## src/hdl/mmtt_pkg.sv

```systemverilog
// ----------------------------------------------------------------------------
// mmtt_pkg: shared types and constants of the timer table
// Slot layout, request, mode and result codes, and table sizing.
// ----------------------------------------------------------------------------
package mmtt_pkg;

    localparam int SLOTS = 16;
    localparam int IW    = (SLOTS > 1) ? $clog2(SLOTS) : 1;   // slot index width
    localparam int CW    = $clog2(SLOTS + 1);                 // live count width

    localparam logic [1:0] REQ_ADD  = 2'd0;
    localparam logic [1:0] REQ_STOP = 2'd1;
    localparam logic [1:0] REQ_TICK = 2'd2;

    localparam logic [2:0] MODE_ONCE     = 3'd0;
    localparam logic [2:0] MODE_INFINITE = 3'd1;
    localparam logic [2:0] MODE_EVERY    = 3'd2;
    localparam logic [2:0] MODE_AFTER    = 3'd3;
    localparam logic [2:0] MODE_UNTIL    = 3'd4;

    localparam logic [2:0] KIND_ADDED    = 3'd0;
    localparam logic [2:0] KIND_FULL     = 3'd1;
    localparam logic [2:0] KIND_STOPPED  = 3'd2;
    localparam logic [2:0] KIND_NOTFOUND = 3'd3;
    localparam logic [2:0] KIND_FIRED    = 3'd4;
    localparam logic [2:0] KIND_DONE     = 3'd5;

    typedef struct packed {
        logic [31:0] id;
        logic [2:0]  mode;
        logic [23:0] period;
        logic [31:0] elapsed;
    } t_slot;

    typedef struct packed {
        logic        fire;
        logic        drop;
        logic [31:0] elapsed;
    } t_verdict;

endpackage

```

## src/hdl/multi_mode_timer_table.sv

```systemverilog
// ----------------------------------------------------------------------------
// multi_mode_timer_table: compact table of up to SLOTS software timers
// An add is taken while idle and its word appears on the next cycle; busy stays
// low. A stop or a tick walks the live slots through the slot memory, one
// slot per cycle, rewriting kept slots in place toward the front, with
// busy high until the walk through the single read port is done. Fired words
// come in table order, one per cycle at most, followed by the closing word
// with o_last set. Words are strobed by o_valid for one cycle and cannot be
// held off; no input is taken while busy.
// ----------------------------------------------------------------------------
module multi_mode_timer_table (
    input  logic        i_clk,
    input  logic        i_rst_n,
    input  logic        start,
    output logic        busy,
    input  logic [1:0]  i_req_type,
    input  logic [2:0]  i_mode,
    input  logic [23:0] i_period,
    input  logic [31:0] i_timer_id,
    input  logic [15:0] i_delta,
    output logic        o_valid,
    output logic [2:0]  o_kind,
    output logic [31:0] o_out_id,
    output logic        o_last
);
    import mmtt_pkg::*;

    typedef enum logic [1:0] {
        S_IDLE = 2'b01,
        S_WALK = 2'b10
    } t_state;

    t_state      r_state, n_state;
    logic [CW-1:0] r_live;
    logic [31:0]   r_next_id;
    logic [CW-1:0] r_rd;
    logic [CW-1:0] r_wr;
    logic          r_iss;
    logic          r_a_vld;
    t_slot         r_a_slot;
    logic          r_is_tick;
    logic [31:0]   r_tid;
    logic [15:0]   r_delta;
    logic          r_found;
    logic          r_o_vld;
    logic [2:0]    r_o_kind;
    logic [31:0]   r_o_id;
    logic          r_o_last;

    logic          accept;
    logic          iss;
    logic          fin;
    logic          add_ok;
    logic          we;
    logic [IW-1:0] waddr;
    t_slot         wdata;
    t_slot         rdata;
    t_slot         add_slot;
    t_slot         kept_slot;
    t_verdict      verdict;
    logic [32:0]   sum;

    assign busy   = (r_state != S_IDLE);
    assign accept = start && !busy;
    assign add_ok = (r_live < CW'(SLOTS));
    assign iss    = (r_state == S_WALK) && (r_rd < r_live);
    assign fin    = (r_state == S_WALK) && (r_rd == r_live) && !r_iss && !r_a_vld;

    assign add_slot.id      = r_next_id;
    assign add_slot.mode    = i_mode;
    assign add_slot.period  = i_period;
    assign add_slot.elapsed = 32'd0;

    assign kept_slot.id      = r_a_slot.id;
    assign kept_slot.mode    = r_a_slot.mode;
    assign kept_slot.period  = r_a_slot.period;
    assign kept_slot.elapsed = verdict.elapsed;

    // write port: append on add, compacting write-back during a walk
    always_comb begin
        if (r_state == S_WALK) begin
            we    = r_a_vld && !verdict.drop;
            waddr = r_wr[IW-1:0];
            wdata = kept_slot;
        end else begin
            we    = accept && (i_req_type == REQ_ADD) && add_ok;
            waddr = r_live[IW-1:0];
            wdata = add_slot;
        end
    end

    mmtt_slot_ram #(
        .WIDTH ($bits(t_slot)),
        .DEPTH (SLOTS)
    ) u_ram (
        .i_clk   (i_clk),
        .i_we    (we),
        .i_waddr (waddr),
        .i_wdata (wdata),
        .i_raddr (r_rd[IW-1:0]),
        .o_rdata (rdata)
    );

    mmtt_rule u_rule (
        .i_slot    (r_a_slot),
        .i_is_tick (r_is_tick),
        .i_tid     (r_tid),
        .o_verdict (verdict)
    );

    // saturating advance of elapsed, registered ahead of the decision
    assign sum = {1'b0, rdata.elapsed} + {17'd0, r_delta};

    always_comb begin
        n_state = r_state;
        case (r_state)
            S_IDLE: begin
                if (accept && (i_req_type == REQ_STOP || i_req_type == REQ_TICK)) begin
                    n_state = S_WALK;
                end
            end
            S_WALK: begin
                if (fin) begin
                    n_state = S_IDLE;
                end
            end
            default: n_state = S_IDLE;
        endcase
    end

    always_ff @(posedge i_clk) begin
        if (!i_rst_n) begin
            r_state   <= S_IDLE;
            r_live    <= '0;
            r_next_id <= 32'd0;
            r_rd      <= '0;
            r_wr      <= '0;
            r_iss     <= 1'b0;
            r_a_vld   <= 1'b0;
            r_found   <= 1'b0;
            r_o_vld   <= 1'b0;
        end else begin
            r_state <= n_state;
            r_o_vld <= 1'b0;
            if (r_state == S_IDLE) begin
                r_rd    <= '0;
                r_wr    <= '0;
                r_iss   <= 1'b0;
                r_a_vld <= 1'b0;
                r_found <= 1'b0;
                if (accept && i_req_type == REQ_ADD) begin
                    r_o_vld <= 1'b1;
                    if (add_ok) begin
                        r_live    <= r_live + 1'b1;
                        r_next_id <= r_next_id + 32'd1;
                    end
                end
            end else begin
                r_iss   <= iss;
                r_a_vld <= r_iss;
                if (iss) begin
                    r_rd <= r_rd + 1'b1;
                end
                if (r_a_vld) begin
                    if (!verdict.drop) begin
                        r_wr <= r_wr + 1'b1;
                    end else begin
                        r_found <= 1'b1;
                    end
                    if (verdict.fire) begin
                        r_o_vld <= 1'b1;
                    end
                end
                if (fin) begin
                    r_live  <= r_wr;
                    r_o_vld <= 1'b1;
                end
            end
        end
    end

    // payload registers
    always_ff @(posedge i_clk) begin
        if (accept) begin
            r_is_tick <= (i_req_type == REQ_TICK);
            r_tid     <= i_timer_id;
            r_delta   <= (i_req_type == REQ_TICK) ? i_delta : 16'd0;
        end
        if (r_iss) begin
            r_a_slot.id      <= rdata.id;
            r_a_slot.mode    <= rdata.mode;
            r_a_slot.period  <= rdata.period;
            r_a_slot.elapsed <= sum[32] ? 32'hFFFF_FFFF : sum[31:0];
        end
        if (r_state == S_IDLE) begin
            r_o_last <= 1'b1;
            if (add_ok) begin
                r_o_kind <= KIND_ADDED;
                r_o_id   <= r_next_id;
            end else begin
                r_o_kind <= KIND_FULL;
                r_o_id   <= 32'd0;
            end
        end else if (fin) begin
            r_o_last <= 1'b1;
            if (r_is_tick) begin
                r_o_kind <= KIND_DONE;
                r_o_id   <= 32'd0;
            end else begin
                r_o_kind <= r_found ? KIND_STOPPED : KIND_NOTFOUND;
                r_o_id   <= r_tid;
            end
        end else begin
            r_o_last <= 1'b0;
            r_o_kind <= KIND_FIRED;
            r_o_id   <= r_a_slot.id;
        end
    end

    assign o_valid  = r_o_vld;
    assign o_kind   = r_o_kind;
    assign o_out_id = r_o_id;
    assign o_last   = r_o_last;

endmodule

```

## src/hdl/mmtt_slot_ram.sv

```systemverilog
// ----------------------------------------------------------------------------
// mmtt_slot_ram: slot storage
// One write port, one read port, registered read data.
// ----------------------------------------------------------------------------
module mmtt_slot_ram #(
    parameter int WIDTH = 8,
    parameter int DEPTH = 16,
    localparam int AW   = (DEPTH > 1) ? $clog2(DEPTH) : 1
) (
    input  logic             i_clk,
    input  logic             i_we,
    input  logic [AW-1:0]    i_waddr,
    input  logic [WIDTH-1:0] i_wdata,
    input  logic [AW-1:0]    i_raddr,
    output logic [WIDTH-1:0] o_rdata
);

    logic [WIDTH-1:0] r_mem [DEPTH];
    logic [WIDTH-1:0] r_rdata;

    always_ff @(posedge i_clk) begin
        if (i_we) begin
            r_mem[i_waddr] <= i_wdata;
        end
    end

    always_ff @(posedge i_clk) begin
        r_rdata <= r_mem[i_raddr];
    end

    assign o_rdata = r_rdata;

endmodule

```

## src/hdl/mmtt_rule.sv

```systemverilog
// ----------------------------------------------------------------------------
// mmtt_rule: per-slot decision
// Decides fire / drop and the new elapsed count for one slot during a walk.
// ----------------------------------------------------------------------------
module mmtt_rule (
    input  mmtt_pkg::t_slot    i_slot,     // elapsed already advanced by delta
    input  logic               i_is_tick,
    input  logic [31:0]        i_tid,
    output mmtt_pkg::t_verdict o_verdict
);
    import mmtt_pkg::*;

    logic [32:0] diff;
    logic        gt;
    logic        ge;

    assign diff = {1'b0, i_slot.elapsed} - {9'b0, i_slot.period};
    assign ge   = !diff[32];
    assign gt   = !diff[32] && (diff[31:0] != 32'd0);

    always_comb begin
        o_verdict.fire    = 1'b0;
        o_verdict.drop    = 1'b0;
        o_verdict.elapsed = i_slot.elapsed;
        if (!i_is_tick) begin
            o_verdict.drop = (i_slot.id == i_tid);
        end else begin
            case (i_slot.mode)
                MODE_EVERY: begin
                    if (gt) begin
                        o_verdict.fire    = 1'b1;
                        o_verdict.elapsed = diff[31:0];
                    end
                end
                MODE_AFTER:    o_verdict.fire = ge;
                MODE_INFINITE: o_verdict.fire = 1'b1;
                MODE_ONCE: begin
                    o_verdict.fire = 1'b1;
                    o_verdict.drop = 1'b1;
                end
                MODE_UNTIL: begin
                    o_verdict.fire = !gt;
                    o_verdict.drop = gt;
                end
                default: ;  // unknown modes only count
            endcase
        end
    end

endmodule
```

## config.mk

```make
export PLATFORM = sky130hd
export DESIGN_NAME = multi_mode_timer_table
export DESIGN_NICKNAME = d
export VERILOG_FILES = /design/src/hdl/mmtt_pkg.sv /design/src/hdl/multi_mode_timer_table.sv /design/src/hdl/mmtt_slot_ram.sv /design/src/hdl/mmtt_rule.sv
export SDC_FILE = /design/constraint.sdc
export NUM_CORES = 2
export LEC_CHECK = 0
export BUFFER_PORTS_ARGS = -buffer_cell sky130_fd_sc_hd__buf_2
export CORE_MARGIN = 3
export CORE_UTILIZATION = 55
export CTS_CLUSTER_SIZE = 28
export DETAILED_ROUTE_END_ITERATION = 12
export PLACE_DENSITY = 0.72
export SLEW_MARGIN = 30
export SYNTH_ARGS = -nofsm -noshare
export SYNTH_HDL_FRONTEND = slang
export SYNTH_SLANG_ARGS = --single-unit
```

## constraint.sdc

```tcl
create_clock -name i_clk -period 11.8 [get_ports i_clk]
set_clock_uncertainty 0.2 [all_clocks]
set_input_delay 1.77 -clock i_clk [delete_from_list [all_inputs] [get_ports i_clk]]
set_output_delay 1.77 -clock i_clk [all_outputs]
set_load 0.05 [all_outputs]
```

# Yosys cells after proc, flatten, opt, wreduce, memory -nomap -nowiden
# Memories as Yosys holds them, arrays and structs flattened. A register that Yosys moved wholly into a read port is not among the register bits.
# Index checks and enable logic that the tools add are counted.
[word_totals]
reg_bits = 229
mem_bits_rw = 1456
input_bits = 80
output_inout_bits = 38
elab_cells = 108
mem_count = 1
[op_classes]
n_addsub = 6
n_lt_le_gt_ge = 2
n_eq_ne = 15
n_mux = 35
bitwise_logic = 2
reduce_logical = 28
[memory_table]
columns = ["name", "depth", "word_bits", "rd", "rd_ports_with_merged_regs", "write_ports", "line", "rtl"]
rows = [
  ["u_ram.r_mem", 16, 91, 1, 1, 1, "mmtt_slot_ram.sv:18", "logic [WIDTH-1:0] r_mem [DEPTH];"],
]
[ops]
columns = ["operator", "count"]
rows = [
  ["32-bit 2-to-1 mux", 7],
  ["91-bit 2-to-1 mux", 1],
  ["32-bit by 16-bit adder with 33-bit output", 1],
  ["32-bit by 24-bit subtractor with 33-bit output", 1],
  ["32-bit by 1-bit adder with 32-bit output, second input constant", 1],
  ["32-bit == test", 1],
  ["32-bit nonzero test", 1],
  ["5-bit 2-to-1 mux", 4],
  ["5-bit by 1-bit adder with 5-bit output, second input constant", 3],
  ["1-bit 2-to-1 mux", 14],
  ["1-bit logical AND", 10],
  ["3-bit 2-to-1 mux", 3],
  ["2-bit inequality test, second input constant", 4],
  ["3-bit by 2-bit == test with 1-bit output, second input constant", 2],
  ["1-bit logical NOT", 6],
  ["2-bit AND reduction", 3],
  ["3-bit AND reduction", 2],
  ["5-bit == test", 1],
  ["5-bit less-than comparator", 1],
  ["5-bit less-than comparator, second input constant", 1],
  ["2-bit by 1-bit == test with 1-bit output, second input constant", 2],
  ["2-bit == test, second input constant", 2],
  ["2-bit 2-to-1 mux", 2],
  ["4-bit 2-to-1 mux", 1],
  ["12 further kinds", 14],
]

# Logic depth before layout (Yosys ltp)
[depth]
word_depth = 10
ltp_mapped = 15
depth_no_buf = 14

# By module
# Synthesis repeated with hierarchy kept, for this count alone.
[unflattened]
hier_cells = 3653
hier_area_um2 = 69740.6
[modules_own_cells]
columns = ["module", "n_inst", "cells_each", "area_each_um2", "seq_area_each_um2"]
rows = [
  ["mmtt_slot_ram", 1, 2332, 56267.7, 45543.7],
  ["multi_mode_timer_table", 1, 889, 10471.3, 5985.7],
  ["mmtt_rule", 1, 432, 3001.6, 0.0],
]

# Worst setup path after synthesis
# No wires, ideal clock.
[synth_timing]
path_kind = "reg2reg"
from = "reg r_a_slot (netlist bit kept_slot[32])"
to = "mem u_ram.r_mem[11][0] (netlist name) (enable)"
setup_time_ns = 0.541
t_arrival_ns = 7.416
required_time_ns = 11.059
setup_slack_ns = 3.643
path_stages_with_launch = 15
n_path_buf = 1
period_less_slack_ns = 8.157
cell_sequence = "edfxtp_1 ha_1 fa_1 nand2b_1 a21oi_1 a21oi_1 o31ai_1 mux2i_1 a221oi_1 or4b_4 nor4_4 o21ai_2 buf_6 o31a_1 nor2_1"
[synth_between]
elab_chain_len = 10
word_cells_on_any_way = 11
classes_between = "add/sub: 1; mux: 5; reduce/logical: 5"
[synth_lines]
columns = ["element", "line", "rtl"]
rows = [
  ["start, declared", "multi_mode_timer_table.sv:40", "t_slot r_a_slot;"],
  ["32-bit by 24-bit subtractor with 33-bit output (*)", "mmtt_rule.sv:17", "assign diff = {1'b0, i_slot.elapsed} - {9'b0, i_slot.period};"],
  ["32-bit nonzero test / 1-bit logical NOT (equally long branches)", "mmtt_rule.sv:19", "assign gt = !diff[32] && (diff[31:0] != 32'd0);"],
  ["1-bit logical AND (*)", "mmtt_rule.sv:19", ""],
  ["1-bit one-hot mux with 2 select lines (*)", "mmtt_rule.sv:28", "case (i_slot.mode)"],
  ["1-bit 2-to-1 mux (*)", "mmtt_rule.sv:25", "if (!i_is_tick) begin"],
  ["1-bit logical NOT (*)", "n/a", ""],
  ["1-bit logical AND (*)", "multi_mode_timer_table.sv:82", "we = r_a_vld && !verdict.drop;"],
  ["1-bit 2-to-1 mux (*)", "multi_mode_timer_table.sv:81", "if (r_state == S_WALK) begin"],
  ["1-bit 2-to-1 mux (*)", "mmtt_slot_ram.sv:22", "if (i_we) begin"],
  ["1-bit 2-to-1 mux (not written as such) (*)", "mmtt_slot_ram.sv:23", "r_mem[i_waddr] <= i_wdata;"],
  ["end, declared", "mmtt_slot_ram.sv:18", ""],
]
# Mark *: on every way between the ends. The rest lies on a longest branch, timed or not.

# Worst setup path in the final report
[layout_timing]
from = "reg r_a_slot (netlist bit kept_slot[32])"
to = "mem u_ram.r_mem[15][41] (netlist name) (enable)"
# Same word-level chain as after synthesis.

==> results.cfg <==
[outcome]
status = finished clean

[cts]
numCtsBuffers = 172
cts_root_buf = clkbuf_16
insertion_delay_ps = 800
tritoncts = done
cts.sinks = 1776
clock_path_buffers = 3
ctsHoldBuffers = 0
ctsResizeCount = 0
post-cts-setup-buffers = 0
cts_htree_levels = 4
clk_pin_slew_worst_paths_ps = 60

[setup_path]
worst-setup-path-type = reg -> reg
cp-start-kind = flip-flop
cp.arrival_ps = 7560
crit_chain = ha_1 > fa_1 > nand2b_1 > a21oi_1 > a21oi_1 > o31ai_1 > mux2i_1 > a221oi_1 > or4b_4 > nor4_4 > o21ai_2 > o31a_1 > nor2_4 > buf_4 > buf_4
max_stage_delay_ps = 820
r2r_slack_ps = 4450
endpoint_kind = flip-flop
timing.rr.end = u_ram.r_mem[15][41]$_DFFE_PP_
cp_slowest_cell = o31ai_1
rr_worst_depth = 15
worstPathMaxFanout = 43
r2r_start = kept_slot[32]$_DFFE_PP_
worst_ep_required_time_ps = 12010

[min_path]
hp-start = u_ram.o_rdata[66]$_DFF_P_
whs_path_depth = 0
min_to = kept_slot[66]$_DFFE_PP_
min_path_type = reg -> reg

[drt]
dr.pass1.iters = 10
wl_per_cell_um = 29.53
via_count = 35250
vias_per_cell = 6.387
wirelength_um = 163000
postRouteAntennaNets = 0
drc = 0
drt-initial-drc-count = 4707

[sta]
holdWs_ps = 200.9
setup_violations = 0
max_freq_mhz = 136.0
fin_crit_sh_pct = 62.29
timing.final.ws_setup_ps = 4450
rsz0062_at_grt = false
tns_ps = 0
slew_viol_final = 0
tightest_slew_ps = 1039
slew-limit-headroom_pct = 30.16
hold_violations = 0
fin_crit_ps = 7350

[logic_synthesis]
ys.warnings.count = 0
synthSimpleGateAreaFrac_pct = 4.151
syn_area_um2 = 69450
synth_cells = 3524
synth.distinct_cells = 77
synthArstFlopShare_pct = 0
synth_area_per_cell_um2 = 19.71
synth_top_family_by_area = multiplexers
synth_fa_ha_area_share_pct = 0.9945
syn-num-nets = 3658
muxShareOfSynthArea_pct = 15.06
yosysSeqAreaShare_pct = 74.20
synth-edff-count = 1596
synth_flop_cell = edfxtp_1
synth_xor_area_share_pct = 1.198
synth_compound_area_share_pct = 3.003
ys_ff_latch = 1776

[pwr]
vdd_drop_max_v = 0.0001868
p_comb_share_pct = 2.0
power_switching_mw = 2.557
sequentialPowerShare_pct = 54.2
power_mw = 12.67
switching_share_pct = 20.18
clockPowerShare_pct = 43.8
p_leak_nw = 24.43
intPower_mw = 10.11
p_per_area_nw_per_um2 = 161.9

[global_routing]
grt_usage_pct = 25.29
grt_pass1_wl_um = 240700
grt_pass1_vias = 35380
gr-total-overflow = 0
antenna_found_initial = 5
grt_max_degree = 137

[floorplan]
die_w_um = 361.4
design.core.area_um2 = 124600
dieArea_um2 = 130600
dieHeight_um = 361.4
start_util_pct = 55.74
io_pins = 118
num_rows = 129

[placement]
gp_congestion = 0.9235
pre_cts_ws_ps = 4573
hpwl_um = 94410
place_inst = 5189
port_buffers = 117

[layout]
drive_gt1_share_pct = 25.82
multi_input_area_um2 = 17160
layoutNonFillerInstCount = 5520
nNetsFinal = 3865
fillers = 8414
syn_to_final_growth_pct = 12.63
final-seq-area_um2 = 51550

[flow_run]
drv_cap = 0
-- Yosys cell counts, types with 10 or more instances --
cell / count / area share, %
o21ai_0: 72 / 0.52
buf_2: 10 / 0.072
a21o_1: 19 / 0.21
mux2i_1: 19 / 0.27
xnor2_1: 58 / 0.73
a222oi_1: 33 / 0.48
clkbuf_1: 111 / 0.60
buf_1: 40 / 0.22
ha_1: 52 / 0.94
nor3_1: 20 / 0.14
a21boi_0: 16 / 0.17
nand2b_1: 10 / 0.090
or3_1: 21 / 0.19
a31oi_1: 18 / 0.16
nor2b_1: 12 / 0.11
edfxtp_1: 1596 / 69
and3_1: 31 / 0.28
nor2_1: 92 / 0.50
nand3_1: 40 / 0.29
inv_1: 80 / 0.43
and2_1: 64 / 0.58
xor2_1: 37 / 0.47
nand4_1: 21 / 0.19
dfxtp_1: 180 / 5.2
mux4_2: 455 / 15
nand2_1: 230 / 1.2
a21oi_1: 52 / 0.37
-- per-layer routing --
layer	track usage (%)	vias up	part of all wire, %
met5	0	-	0.0080
met1	37.86	18520	41
li1	-	14750	-
met3	4.497	217	8.5
met2	38.95	1768	48
met4	7.260	2	2.4
-- state kept, by name, summed over array words and instances (netlist names), 2 cells and up --
signal,flops
u_ram.r_mem,1456
u_ram.o_rdata,91
kept_slot,59
o_out_id,32
r_a_slot,32
r_next_id,32
r_tid,32
r_delta,16
r_live,5
r_rd,5
r_wr,5
o_kind,3
r_state,2
-- area by class of cell --
type / count / area share [%]
Sequential cell: 1776 / 65.90
Multi-Input combinational cell: 1502 / 21.94
Clock buffer: 233 / 6.120
Tap cell: 1637 / 2.618
Timing Repair Buffer: 199 / 1.799
Clock inverter: 91 / 1.235
Inverter: 80 / 0.3839
Antenna cell: 2 / 0.006398
-- power by group through the flow --
stage | registers, mW | clock network [mW] | logic (mW)
finish | 6.87 | 5.55 | 0.248
global route | 6.87 | 5.90 | 0.264
CTS | 6.87 | 5.63 | 0.247
detailed placement | 7.00 | 0 | 0.246
global placement | 7.00 | 0 | 0.243
floorplan | 7.02 | 0 | 0.109
-- cells by family after synthesis --
logic type,Yosys count
xor gates and xnor gates,95
adders and majority gates,54
and+or+nand+nor,585
AOI/OAI and AO/OA,292
DFF,1776
buffers and inverters,246
muxes,476
-- per-stage QoR --
step | util, % | area (um2)
4_1_cts | 62.63 | 78040
6_report | 62.78 | 78220
2_1_floorplan | - | 69450
3_5_place_dp | 58.01 | 72290
3_3_place_gp | 57.94 | 72190
5_1_grt | 62.78 | 78220
-- critical path, delay by kind of cell, from the launching register on --
| family | cells | cell delay (ps) |
|---|---|---|
| buffers and inverters | 2 | 1480 |
| multiplexers | 1 | 260 |
| adder cells (fa/ha/maj) | 2 | 620 |
| flip-flops | 1 | 420 |
| AND/OR/NAND/NOR | 4 | 1730 |
| AO/OA/AOI/OAI | 6 | 2190 |
-- how the worst max path moves through the flow --
stage | from | endpoint | slack (ps) | depth (start not counted)
floorplan | kept_slot[32]$_DFFE_PP_ | u_ram.r_mem[11][0]$_DFFE_PP_ | 3640 | 14
global placement | kept_slot[32]$_DFFE_PP_ | u_ram.r_mem[15][41]$_DFFE_PP_ | 4550 | 15
detailed placement | kept_slot[32]$_DFFE_PP_ | u_ram.r_mem[15][41]$_DFFE_PP_ | 4570 | 15
CTS | kept_slot[32]$_DFFE_PP_ | u_ram.r_mem[15][36]$_DFFE_PP_ | 4510 | 15
global route | r_a_slot[0]$_SDFFCE_PP1P_ | u_ram.r_mem[15][36]$_DFFE_PP_ | 4190 | 16
finish | kept_slot[32]$_DFFE_PP_ | u_ram.r_mem[15][41]$_DFFE_PP_ | 4450 | 15
-- layout by cell type (no fill, tap or decap), types with 58 or more instances in the layout --
cell type  instances
mux4_2           455
xnor2_1           58
buf_4             67
nor2_1            69
nand2_1          230
and2_1            63
buf_2            117
dfxtp_1          175
inv_1             80
clkbuf_16        175
o21ai_0           62
edfxtp_1        1596
Power figures use the tool's default switching activity.
